`src/rtl/core/wlrs_pkg.sv`:
```
`timescale 1ns / 1ps
// ----------------------------------------------------------------------------
// wlrs_pkg
// Shared types and constants of the wear-levelled ring log store.
// ----------------------------------------------------------------------------
package wlrs_pkg;

    // CRC-16/MODBUS settings
    localparam logic [15:0] CRC_INIT = 16'hFFFF;
    localparam logic [15:0] CRC_POLY = 16'hA001;

    // Command codes carried in the request transaction
    typedef enum logic [2:0] {
        CMD_SCAN  = 3'd0,
        CMD_STORE = 3'd1,
        CMD_LOAD  = 3'd2,
        CMD_RAW   = 3'd3,
        CMD_WORN  = 3'd4
    } cmd_t;

    // One slot of the ring as it lies in memory
    typedef struct packed {
        logic [15:0] crc;
        logic [7:0]  seq;
        logic [15:0] value;
    } slot_entry_t;

    localparam int ENTRY_W = $bits(slot_entry_t);

    // Erased slot contents
    localparam slot_entry_t ERASED_ENTRY = '{crc: 16'hFFFF, seq: 8'hFF, value: 16'hFFFF};

endpackage

```
`src/rtl/core/wlrs_crc.sv`:
```
`timescale 1ns / 1ps
// ----------------------------------------------------------------------------
// wlrs_crc
// Byte-serial CRC-16/MODBUS over value low byte, value high byte and sequence.
// One byte per cycle; done pulses once the sequence byte has been folded in.
// ----------------------------------------------------------------------------
module wlrs_crc
    import wlrs_pkg::*;
(
    input  logic        aclk,
    input  logic        aresetn,
    input  logic        start,
    input  logic [15:0] value,
    input  logic [7:0]  seq,
    output logic        done,
    output logic [15:0] crc
);

    logic        busy_reg, busy_next;
    logic        done_reg, done_next;
    logic [1:0]  cnt_reg, cnt_next;
    logic [23:0] data_reg, data_next;
    logic [15:0] crc_reg, crc_next;
    logic [7:0]  cur_byte;

    function automatic logic [15:0] crc_byte(input logic [15:0] c_in, input logic [7:0] b);
        logic [15:0] c;
        c = c_in ^ {8'h00, b};
        for (int k = 0; k < 8; k++) begin
            c = c[0] ? ((c >> 1) ^ CRC_POLY) : (c >> 1);
        end
        return c;
    endfunction

    // Pick the byte for this step
    always_comb begin
        case (cnt_reg)
            2'd0:    cur_byte = data_reg[7:0];
            2'd1:    cur_byte = data_reg[15:8];
            default: cur_byte = data_reg[23:16];
        endcase
    end

    // Advance one byte per cycle
    always_comb begin
        busy_next = busy_reg;
        done_next = 1'b0;
        cnt_next  = cnt_reg;
        data_next = data_reg;
        crc_next  = crc_reg;
        if (start) begin
            busy_next = 1'b1;
            cnt_next  = 2'd0;
            data_next = {seq, value};
            crc_next  = CRC_INIT;
        end else if (busy_reg) begin
            crc_next = crc_byte(crc_reg, cur_byte);
            cnt_next = cnt_reg + 2'd1;
            if (cnt_reg == 2'd2) begin
                busy_next = 1'b0;
                done_next = 1'b1;
            end
        end
    end

    always_ff @(posedge aclk) begin
        if (!aresetn) begin
            busy_reg <= 1'b0;
            done_reg <= 1'b0;
            cnt_reg  <= 2'd0;
        end else begin
            busy_reg <= busy_next;
            done_reg <= done_next;
            cnt_reg  <= cnt_next;
        end
        data_reg <= data_next;
        crc_reg  <= crc_next;
    end

    assign done = done_reg;
    assign crc  = crc_reg;

endmodule

```
`config.mk`:
```
export PLATFORM = sky130hd
export DESIGN_NAME = wlrs_crc
export DESIGN_NICKNAME = d
export VERILOG_FILES = /design/src/rtl/core/wlrs_pkg.sv /design/src/rtl/core/wlrs_crc.sv
export SDC_FILE = /design/constraint.sdc
export NUM_CORES = 1
export LEC_CHECK = 0
export BUFFER_PORTS_ARGS = -buffer_cell sky130_fd_sc_hd__buf_2
export CORE_ASPECT_RATIO = 0.9
export CORE_MARGIN = 2
export CORE_UTILIZATION = 52
export DETAILED_ROUTE_END_ITERATION = 6
export PLACE_DENSITY = 0.79
export SLEW_MARGIN = 20
export SYNTH_ARGS = -nofsm -noshare
export SYNTH_HDL_FRONTEND = slang
export SYNTH_SLANG_ARGS = --single-unit
```
`constraint.sdc`:
```
create_clock -name aclk -period 3.2 [get_ports aclk]
set_input_delay 0.32 -clock aclk [delete_from_list [all_inputs] [get_ports aclk]]
set_output_delay 0.32 -clock aclk [all_outputs]
set_load 0.02 [all_outputs]
```
==> results of run 1 <==
power groups by stage:
stage,Combinational [mW],Clock [mW],Sequential [mW]
floorplan,0.305,0,0.753
global placement,0.434,0,0.716
detailed placement,0.441,0,0.717
CTS,0.453,0.351,0.704
global route,0.490,0.379,0.711
finish,0.447,0.334,0.704
worst max-delay path by stage:
stage	from	endpoint	slack [ns]	cells after the start
4_1_cts	cnt_reg[1]	crc[15]	0.62	9
3_5_place_dp	cnt_reg[1]	crc[15]	0.65	9
6_report	cnt_reg[1]	crc[15]	0.63	9
2_1_floorplan	cnt_reg[0]	crc[15]	0.91	10
3_3_place_gp	cnt_reg[0]	crc[15]	0.78	9
5_1_grt	cnt_reg[1]	crc[15]	0.39	9
layout make-up:
cell class	instances	area [um2]	area share, %
Timing Repair Buffer	44	223	10.1
Multi-Input combinational cell	94	713	32.3
Clock inverter	2	12.5	0.567
Tap cell	44	55.1	2.49
Sequential cell	44	1120	50.8
Clock buffer	6	72.6	3.29
Inverter	3	11.3	0.510
synthesized netlist by cell type, types with 2 or more instances:
library cell / instances
a21oi_2: 4
ha_1: 3
clkbuf_1: 3
edfxtp_1: 24
buf_1: 2
a22o_1: 7
nor3_1: 2
nor2_1: 12
xor2_1: 3
a211o_1: 5
inv_1: 3
xnor2_1: 17
buf_6: 2
or2_2: 8
dfxtp_1: 20
nor2b_1: 5
a21oi_1: 14
xnor2_2: 3
through the flow:
step	utilization, %	area [um2]	setup WS, ns
global route	64.4	2210	0.395
detailed placement	61.9	2120	0.648
CTS	64.4	2210	0.622
floorplan	-	1890	0.909
finish	64.4	2210	0.634
global placement	61.9	2120	0.780
cells by family (layout without fill, tap and decap cells):
kind of cell	after synthesis	in the layout	share of synthesized area, %
mux	1	1	0.531
compound gates	35	35	13.0
flops	44	44	59.4
xor+xnor	24	24	13.1
fa+ha+maj	3	3	1.99
buf+inv	10	55	2.79
simple gates	31	31	9.15
worst max-delay path, stage by stage, from the launching register on:
cell and delay, ns:
dfxtp_1 0.34, inv_1 0.08, ha_1 0.44, a22o_1 0.25
a21oi_2 0.04, xnor2_1 0.25, xnor2_1 0.20, xnor3_2 0.52
nor4_1 0.24, a211oi_1 0.08
per-layer routing:
layer  GRT usage (%)  vias up
met3            7.68        6
li1                -      607
met2            26.2       43
met4            6.12        0
met1            22.5      538
met5               0        -
==> out/summary.json, run 1 <==
{
  "synth_top_area_share": {"value": 38.2, "unit": "%"},
  "met3_wirelength": {"value": 247, "unit": "um"},
  "h_tree_depth": {"value": 2},
  "grt_max_degree": {"value": 45},
  "power.internal": {"value": 1.03, "unit": "mW"},
  "floorplan.die_area": {"value": 4130, "unit": "um2"},
  "dr_total_vias": {"value": 1194},
  "fill_cells": {"value": 265},
  "clock_skew": {"value": 0.00919, "unit": "ns"},
  "placed_cells": {"value": 229},
  "worstHoldEndpoint": {"value": "data_reg[13]"},
  "cts.clk_slew.worst_paths": {"value": 0.08, "unit": "ns"},
  "ys_seq_elements": {"value": 44},
  "netlist.top_cell.by_area": {"value": "edfxtp_1"},
  "finalCritPeriodShare": {"value": 80.2, "unit": "%"},
  "worstSetupPathType": {"value": "reg2reg"},
  "max-slew-margin-rel": {"value": 47.0, "unit": "%"},
  "sw_frac_of_total": {"value": 30.9, "unit": "%"},
  "synth-edff-count": {"value": 24},
  "post_drt_via_cell_ratio": {"value": 5.04},
  "worstReg2RegStart": {"value": "cnt_reg[1]"},
  "total_power": {"value": 1.49, "unit": "mW"},
  "cts-root-buf": {"value": "clkbuf_8"},
  "netlist-cell-type-count": {"value": 29},
  "end_kind": {"value": "register"},
  "start_util": {"value": 55.0, "unit": "%"},
  "critical_path.max_fanout": {"value": 9},
  "floorplan.rows": {"value": 20},
  "cellPowerDensity": {"value": 673, "unit": "nW/um2"},
  "timing.hold.worst_path_depth": {"value": 1},
  "number_of_antenna_violations_at_the_first_check_in_global_routing": {"value": 0},
  "setup_viol_count_final": {"value": 0},
  "detailedRoute.firstPassIterationCount": {"value": 4},
  "run_status": {"value": "finished, final reports clean"},
  "die-width": {"value": 67.5, "unit": "um"},
  "timing.reg2reg.worst_path_depth": {"value": 9},
  "mostFrequentLayoutCells": {"value": "43 x buf_2, 24 x edfxtp_1, 20 x dfxtp_1"},
  "postSynthCellCount": {"value": 148},
  "sequential_to_total_area_share_from_yosys_stat": {"value": 59.4, "unit": "%"},
  "cts.hold.buffers_added": {"value": 0},
  "antenna_cells": {"value": 0},
  "drt.antenna.violating_nets": {"value": 0},
  "min_from": {"value": "value[13]"},
  "syn-num-nets": {"value": 178},
  "floorplan.io_pins": {"value": 44},
  "largest_reg_flops": {"value": 24},
  "grt_overflow": {"value": 0},
  "wl_per_cell": {"value": 12.9, "unit": "um"},
  "gp_routability_congestion": {"value": 0.832},
  "worst-endpoint-arrival": {"value": 2.76, "unit": "ns"},
  "clk_latency": {"value": 0.30, "unit": "ns"},
  "maxCapViolations": {"value": 0},
  "worst_hold_slack": {"value": 0.194, "unit": "ns"},
  "final_hold_viol_count": {"value": 0},
  "peakVddDrop": {"value": 0.379, "unit": "mV"},
  "dr.max_layer_used": {"value": "met4"},
  "leakage": {"value": 0.866, "unit": "nW"},
  "fraction_of_power_consumed_by_combinational_cells": {"value": 30.1, "unit": "%"},
  "die-height": {"value": 61.1, "unit": "um"},
  "synth-main-ff-cell": {"value": "edfxtp_1"},
  "worstHoldPathType": {"value": "in2reg"},
  "timing.rr.end": {"value": "crc[15]"},
  "totalNegativeSetupSlack": {"value": 0, "unit": "ns"},
  "clk_path_buf_depth": {"value": 2},
  "mostFrequentLayoutCell": {"value": "buf_2"},
  "flow.area_growth_from_synthesis": {"value": 17.0, "unit": "%"},
  "netlist_top_cells_area": {"value": "edfxtp_1 38%, dfxtp_1 21%, xnor2_1 7.9%"},
  "stdcell_count": {"value": 237},
  "grt_usage": {"value": 17.4, "unit": "%"},
  "routed-wl-met2": {"value": 1.34, "unit": "mm"},
  "port_buffers": {"value": 43},
  "async_flop_share": {"value": 0, "unit": "%"},
  "place_hpwl": {"value": 2.23, "unit": "mm"},
  "worstMarginPinSlew": {"value": 0.794, "unit": "ns"},
  "clk_network_pwr_share": {"value": 22.5, "unit": "%"},
  "drive_gt1_share": {"value": 35.8, "unit": "%"},
  "syn_area_per_cell": {"value": 12.7, "unit": "um2"},
  "cp-start-kind": {"value": "register"},
  "tritoncts": {"value": "done"},
  "coreArea": {"value": 3430, "unit": "um2"},
  "r2r_setup_slack": {"value": 0.63, "unit": "ns"},
  "numCtsBuffers": {"value": 5},
  "grt_pass1_wl": {"value": 5.02, "unit": "mm"},
  "switchingPower": {"value": 0.459, "unit": "mW"},
  "grt_pass1_vias": {"value": 1075},
  "postcts_resize_cnt": {"value": 0},
  "cts_post_setup_buffers_inserted": {"value": 0},
  "worst-endpoint-required": {"value": 3.39, "unit": "ns"},
  "drt-initial-drc-count": {"value": 70},
  "num-nets-final": {"value": 222},
  "p_seq_share": {"value": 47.4, "unit": "%"},
  "fmaxAchievable": {"value": 390, "unit": "MHz"},
  "clkSinkCount": {"value": 44},
  "syn-cell-area": {"value": 1890, "unit": "um2"},
  "drcViolationCount": {"value": 0},
  "ys_warn_count": {"value": 0},
  "finalMaxSlewViolations": {"value": 0},
  "route.layer.met1.wl": {"value": 1.43, "unit": "mm"},
  "min_period": {"value": 2.57, "unit": "ns"},
  "detail_route.wirelength": {"value": 3.06, "unit": "mm"},
  "rsz_0062_raised_after_global_routing": {"value": "no"}
}
Note: power is estimated with default switching activity, not from simulation.
==> run 2: changes to the inputs <==
- ABC_AREA: unset -> 1
- CORE_UTILIZATION: 52 -> 54
- PLACE_DENSITY: 0.79 -> 0.8
- clock period: 3.2 -> 2.4 ns (I/O delays scaled with it)
==> out/summary.json, run 2 <==
{
  "syn-num-nets": {"value": 275, "change": "+54%"},
  "sequential_to_total_area_share_from_yosys_stat": {"value": 53.5, "unit": "%", "change": "-6.0 points"},
  "synth-main-ff-cell": {"value": "edfxtp_1"},
  "grt_max_degree": {"value": 24, "change": "-47%"},
  "final_cell_area": {"value": 2470, "unit": "um2", "change": "+12%"},
  "synth_compound_gate_area_share": {"value": 9.55, "unit": "%", "change": "-3.5 points"},
  "die-width": {"value": 69.7, "unit": "um", "change": "+3.2%"},
  "cts.hold.buffers_added": {"value": 0, "change": "unchanged"},
  "syn_area_per_cell": {"value": 8.56, "unit": "um2", "change": "-33%"},
  "p_seq_share": {"value": 48.0, "unit": "%", "change": "+0.6 points"},
  "numCtsBuffers": {"value": 5, "change": "unchanged"},
  "netlist-cell-type-count": {"value": 22, "change": "-24%"},
  "worstSetupPathType": {"value": "reg2reg"},
  "postPlaceCellArea": {"value": 2360, "unit": "um2", "change": "+11%"},
  "fraction_of_power_consumed_by_combinational_cells": {"value": 22.5, "unit": "%", "change": "-7.6 points"},
  "grt_overflow": {"value": 0, "change": "unchanged"},
  "drt-initial-drc-count": {"value": 118, "change": "+69%"},
  "grt-busiest-layer": {"value": "met2"},
  "detailedRoute.firstPassIterationCount": {"value": 4, "change": "unchanged"},
  "port_buffers": {"value": 43, "change": "unchanged"},
  "drt.antenna.violating_nets": {"value": 0, "change": "unchanged"},
  "netlist.top_cell.by_area": {"value": "edfxtp_1"},
  "worst_path_largest_cell_delay": {"value": 0.34, "unit": "ns", "change": "-0.18 ns"},
  "synth-simple-area-share": {"value": 28.5, "unit": "%", "change": "+19 points"},
  "cts_post_setup_buffers_inserted": {"value": 0, "change": "unchanged"},
  "cp_top_family": {"value": "simple AND/OR/NAND/NOR gates"},
  "gp_routability_congestion": {"value": 0.780, "change": "-6.2%"},
  "critical_path.max_fanout": {"value": 8, "change": "-1"},
  "drcViolationCount": {"value": 0, "change": "unchanged"},
  "start_util": {"value": 56.2, "unit": "%", "change": "+1.2 points"},
  "globalRouteMet2Util": {"value": 32.6, "unit": "%", "change": "+6.4 points"},
  "switchingPower": {"value": 0.552, "unit": "mW", "change": "+20%"},
  "max-slew-margin-rel": {"value": 68.5, "unit": "%", "change": "+21 points"},
  "synth_top_area_share": {"value": 34.4, "unit": "%", "change": "-3.8 points"},
  "antenna_cells": {"value": 0, "change": "unchanged"},
  "h_tree_depth": {"value": 2, "change": "unchanged"},
  "grt_pass1_wl": {"value": 6.76, "unit": "mm", "change": "+35%"},
  "ys_top_cells_by_count": {"value": "82 x nand2_1, 24 x edfxtp_1, 23 x inv_1"},
  "dr_total_vias": {"value": 1719, "change": "+44%"},
  "cp_max_stage_cell": {"value": "dfxtp_1"},
  "finalCritPeriodShare": {"value": 90.2, "unit": "%", "change": "+10 points"},
  "worstMarginPinSlew": {"value": 0.472, "unit": "ns", "change": "-0.323 ns"},
  "synth_xor_xnor_area_share": {"value": 0.418, "unit": "%", "change": "-13 points"},
  "global_route_met3_utilization": {"value": 6.56, "unit": "%", "change": "-1.1 points"},
  "finalMaxSlewViolations": {"value": 0, "change": "unchanged"},
  "wl_per_cell": {"value": 11.9, "unit": "um", "change": "-7.8%"},
  "synth_most_common_cell": {"value": "nand2_1"},
  "detail_route.wirelength": {"value": 4.04, "unit": "mm", "change": "+32%"},
  "timing.critical_path.buf_inv": {"value": 2, "change": "+1"},
  "mostFrequentLayoutCells": {"value": "82 x nand2_1, 43 x buf_2, 24 x edfxtp_1"},
  "worst-endpoint-required": {"value": 2.60, "unit": "ns", "change": "-0.79 ns"},
  "maxCapViolations": {"value": 0, "change": "unchanged"},
  "floorplan.die_area": {"value": 4400, "unit": "um2", "change": "+6.6%"},
  "floorplan.rows": {"value": 21, "change": "+5.0%"},
  "clk_path_buf_depth": {"value": 2, "change": "unchanged"},
  "run_status": {"value": "finished, final reports clean"},
  "number_of_antenna_violations_at_the_first_check_in_global_routing": {"value": 0, "change": "unchanged"},
  "rsz_0062_raised_after_global_routing": {"value": "no"},
  "grt_usage": {"value": 20.2, "unit": "%", "change": "+2.8 points"},
  "totalNegativeSetupSlack": {"value": 0, "unit": "ns", "change": "unchanged"},
  "largest_reg_flops": {"value": 24, "change": "unchanged"},
  "sw_frac_of_total": {"value": 29.6, "unit": "%", "change": "-1.3 points"},
  "worst_path_cell_trace": {"value": "inv_1 -> ha_1 -> buf_12 -> nor2_8 -> nand2_2 -> nand2_2 -> nand2_1 -> nand2_1 -> nand2_1 -> nand2_2 -> nand2_1 -> nand2_1 -> nand2_1 -> nand3b_1 -> nand3_1 -> nand3_1 -> nand2_1"},
  "async_flop_share": {"value": 0, "unit": "%", "change": "unchanged"},
  "cts-root-buf": {"value": "clkbuf_8"},
  "syn-cell-area": {"value": 2100, "unit": "um2", "change": "+11%"},
  "netlist_top_cells_area": {"value": "edfxtp_1 34%, dfxtp_1 19%, nand2_1 15%"},
  "cts.clk_slew.worst_paths": {"value": 0.08, "unit": "ns", "change": "about the same"},
  "worst-endpoint-arrival": {"value": 2.36, "unit": "ns", "change": "-0.40 ns"},
  "worstHoldPathType": {"value": "in2reg"},
  "clock_skew": {"value": 0.00300, "unit": "ns", "change": "-0.00618 ns"},
  "floorplan.io_pins": {"value": 44, "change": "unchanged"},
  "synth_mux_area_share": {"value": 0, "unit": "%", "change": "-0.53 points"},
  "grt_pass1_vias": {"value": 1549, "change": "+44%"},
  "flow.area_growth_from_synthesis": {"value": 17.8, "unit": "%"},
  "cp-start-kind": {"value": "register"},
  "final_hold_viol_count": {"value": 0, "change": "unchanged"},
  "end_kind": {"value": "register"},
  "ys_warn_count": {"value": 0, "change": "unchanged"},
  "num-nets-final": {"value": 322, "change": "+45%"},
  "cpMostUsedCell": {"value": "nand2_1"},
  "power.internal": {"value": 1.31, "unit": "mW", "change": "+28%"},
  "mostFrequentLayoutCell": {"value": "nand2_1"},
  "drive_gt1_share": {"value": 26.3, "unit": "%", "change": "-9.5 points"},
  "coreArea": {"value": 3730, "unit": "um2", "change": "+8.8%"},
  "cellPowerDensity": {"value": 755, "unit": "nW/um2", "change": "+12%"},
  "die-height": {"value": 63.1, "unit": "um", "change": "+3.2%"},
  "post_drt_via_cell_ratio": {"value": 5.07, "change": "+0.65%"},
  "main_combinational_cell_family_by_area_after_synthesis": {"value": "simple AND/OR/NAND/NOR gates"},
  "fmaxAchievable": {"value": 462, "unit": "MHz", "change": "+19%"},
  "ys_seq_elements": {"value": 44, "change": "unchanged"},
  "postSynthCellCount": {"value": 245, "change": "+66%"},
  "min_period": {"value": 2.16, "unit": "ns", "change": "-0.401 ns"},
  "clk_network_pwr_share": {"value": 29.5, "unit": "%", "change": "+7.0 points"},
  "globalRouteMet1Util": {"value": 25.4, "unit": "%", "change": "+2.9 points"},
  "synth-edff-count": {"value": 24, "change": "unchanged"},
  "tritoncts": {"value": "done"},
  "peakVddDrop": {"value": 0.491, "unit": "mV", "change": "+29%"},
  "yosys.area_share.adder": {"value": 1.79, "unit": "%", "change": "-0.20 points"},
  "leakage": {"value": 1.18, "unit": "nW", "change": "+36%"},
  "place_hpwl": {"value": 3.05, "unit": "mm", "change": "+37%"},
  "setup_viol_count_final": {"value": 0, "change": "unchanged"},
  "clkSinkCount": {"value": 44, "change": "unchanged"},
  "clk_latency": {"value": 0.30, "unit": "ns", "change": "about the same"}
}
==> run 2: cell count changes after synthesis, sizes merged, moves of 13 or more <==
cell / before / now
inv: 3 / 23
nand2: 1 / 104
nand3: 0 / 20
o21ai: 2 / 15
xnor2: 20 / 1
==> run 2: layout make-up <==
class	instances	area, um2
clock buffers	6	72.6
well taps	46	57.6
repair buffers	46	250
flip-flops and latches	44	1120
inverters	23	86.3
clock inverters	2	35.0
multi-input cells	172	847
fillers	301	1260
==> run 2: what timing repair did <==
action | 4_1_cts | 5_1_grt
resized for setup | 0 | 1
setup endpoints to repair | 0 | 2
hold endpoints to repair | 0 | 0
==> run 2: power by group through the flow <==
stage          Combinational (mW)  Clock [mW]  Sequential (mW)
4_1_cts                     0.419       0.561            0.895
6_report                    0.420       0.551            0.895
2_1_floorplan               0.272           0            0.939
3_3_place_gp                0.400           0            0.912
3_5_place_dp                0.417           0            0.912
5_1_grt                     0.475       0.596            0.902
==> run 2: worst paths after layout <==
| kind | from | to | slack (ns) | depth (start not counted) |
|---|---|---|---|---|
| setup / recovery | cnt_reg[1] | crc[0] | 0.24 | 17 |
| hold reg to reg | crc[9] | crc[1] | 0.50 | 2 |
| setup reg to reg | cnt_reg[1] | crc[0] | 0.24 | 17 |
| hold / removal | value[4] | data_reg[4] | 0.11 | 1 |
==> run 2: routing by layer <==
metal	wire, um	part of all wire (%)
met4	49	1.2
met2	1910	47
met1	1810	45
met5	0	0
met3	265	6.6
==> run 2: cell families after synthesis <==
logic type	count (synthesis)
xor gates and xnor gates	1
adders and majority gates	3
and+or+nand+nor	131
DFF	44
buffers and inverters	29
AOI/OAI and AO/OA	37
==> run 2: through the flow <==
stage,power [mW],worst slack [ns],utilization (%),hold slack (ns),cells
detailed placement,1.33,0.154,63.2,0.418,331
finish,1.87,0.235,66.2,0.111,339
global route,1.97,0.00508,66.2,0.0949,339
global placement,1.31,0.303,63.2,0.417,331
floorplan,1.21,0.527,-,0.339,245
CTS,1.87,0.137,66.1,0.105,339
==> run 2: worst reg2reg max path, cell delays in order, from the launching register on <==
cell	delay [ns]
dfxtp_1	0.34
inv_1	0.08
ha_1	0.25
buf_12	0.17
nor2_8	0.16
nand2_2	0.09
nand2_2	0.08
nand2_1	0.05
nand2_1	0.11
nand2_1	0.08
nand2_2	0.09
nand2_1	0.05
nand2_1	0.09
nand2_1	0.08
nand3b_1	0.12
nand3_1	0.09
nand3_1	0.09
nand2_1	0.05
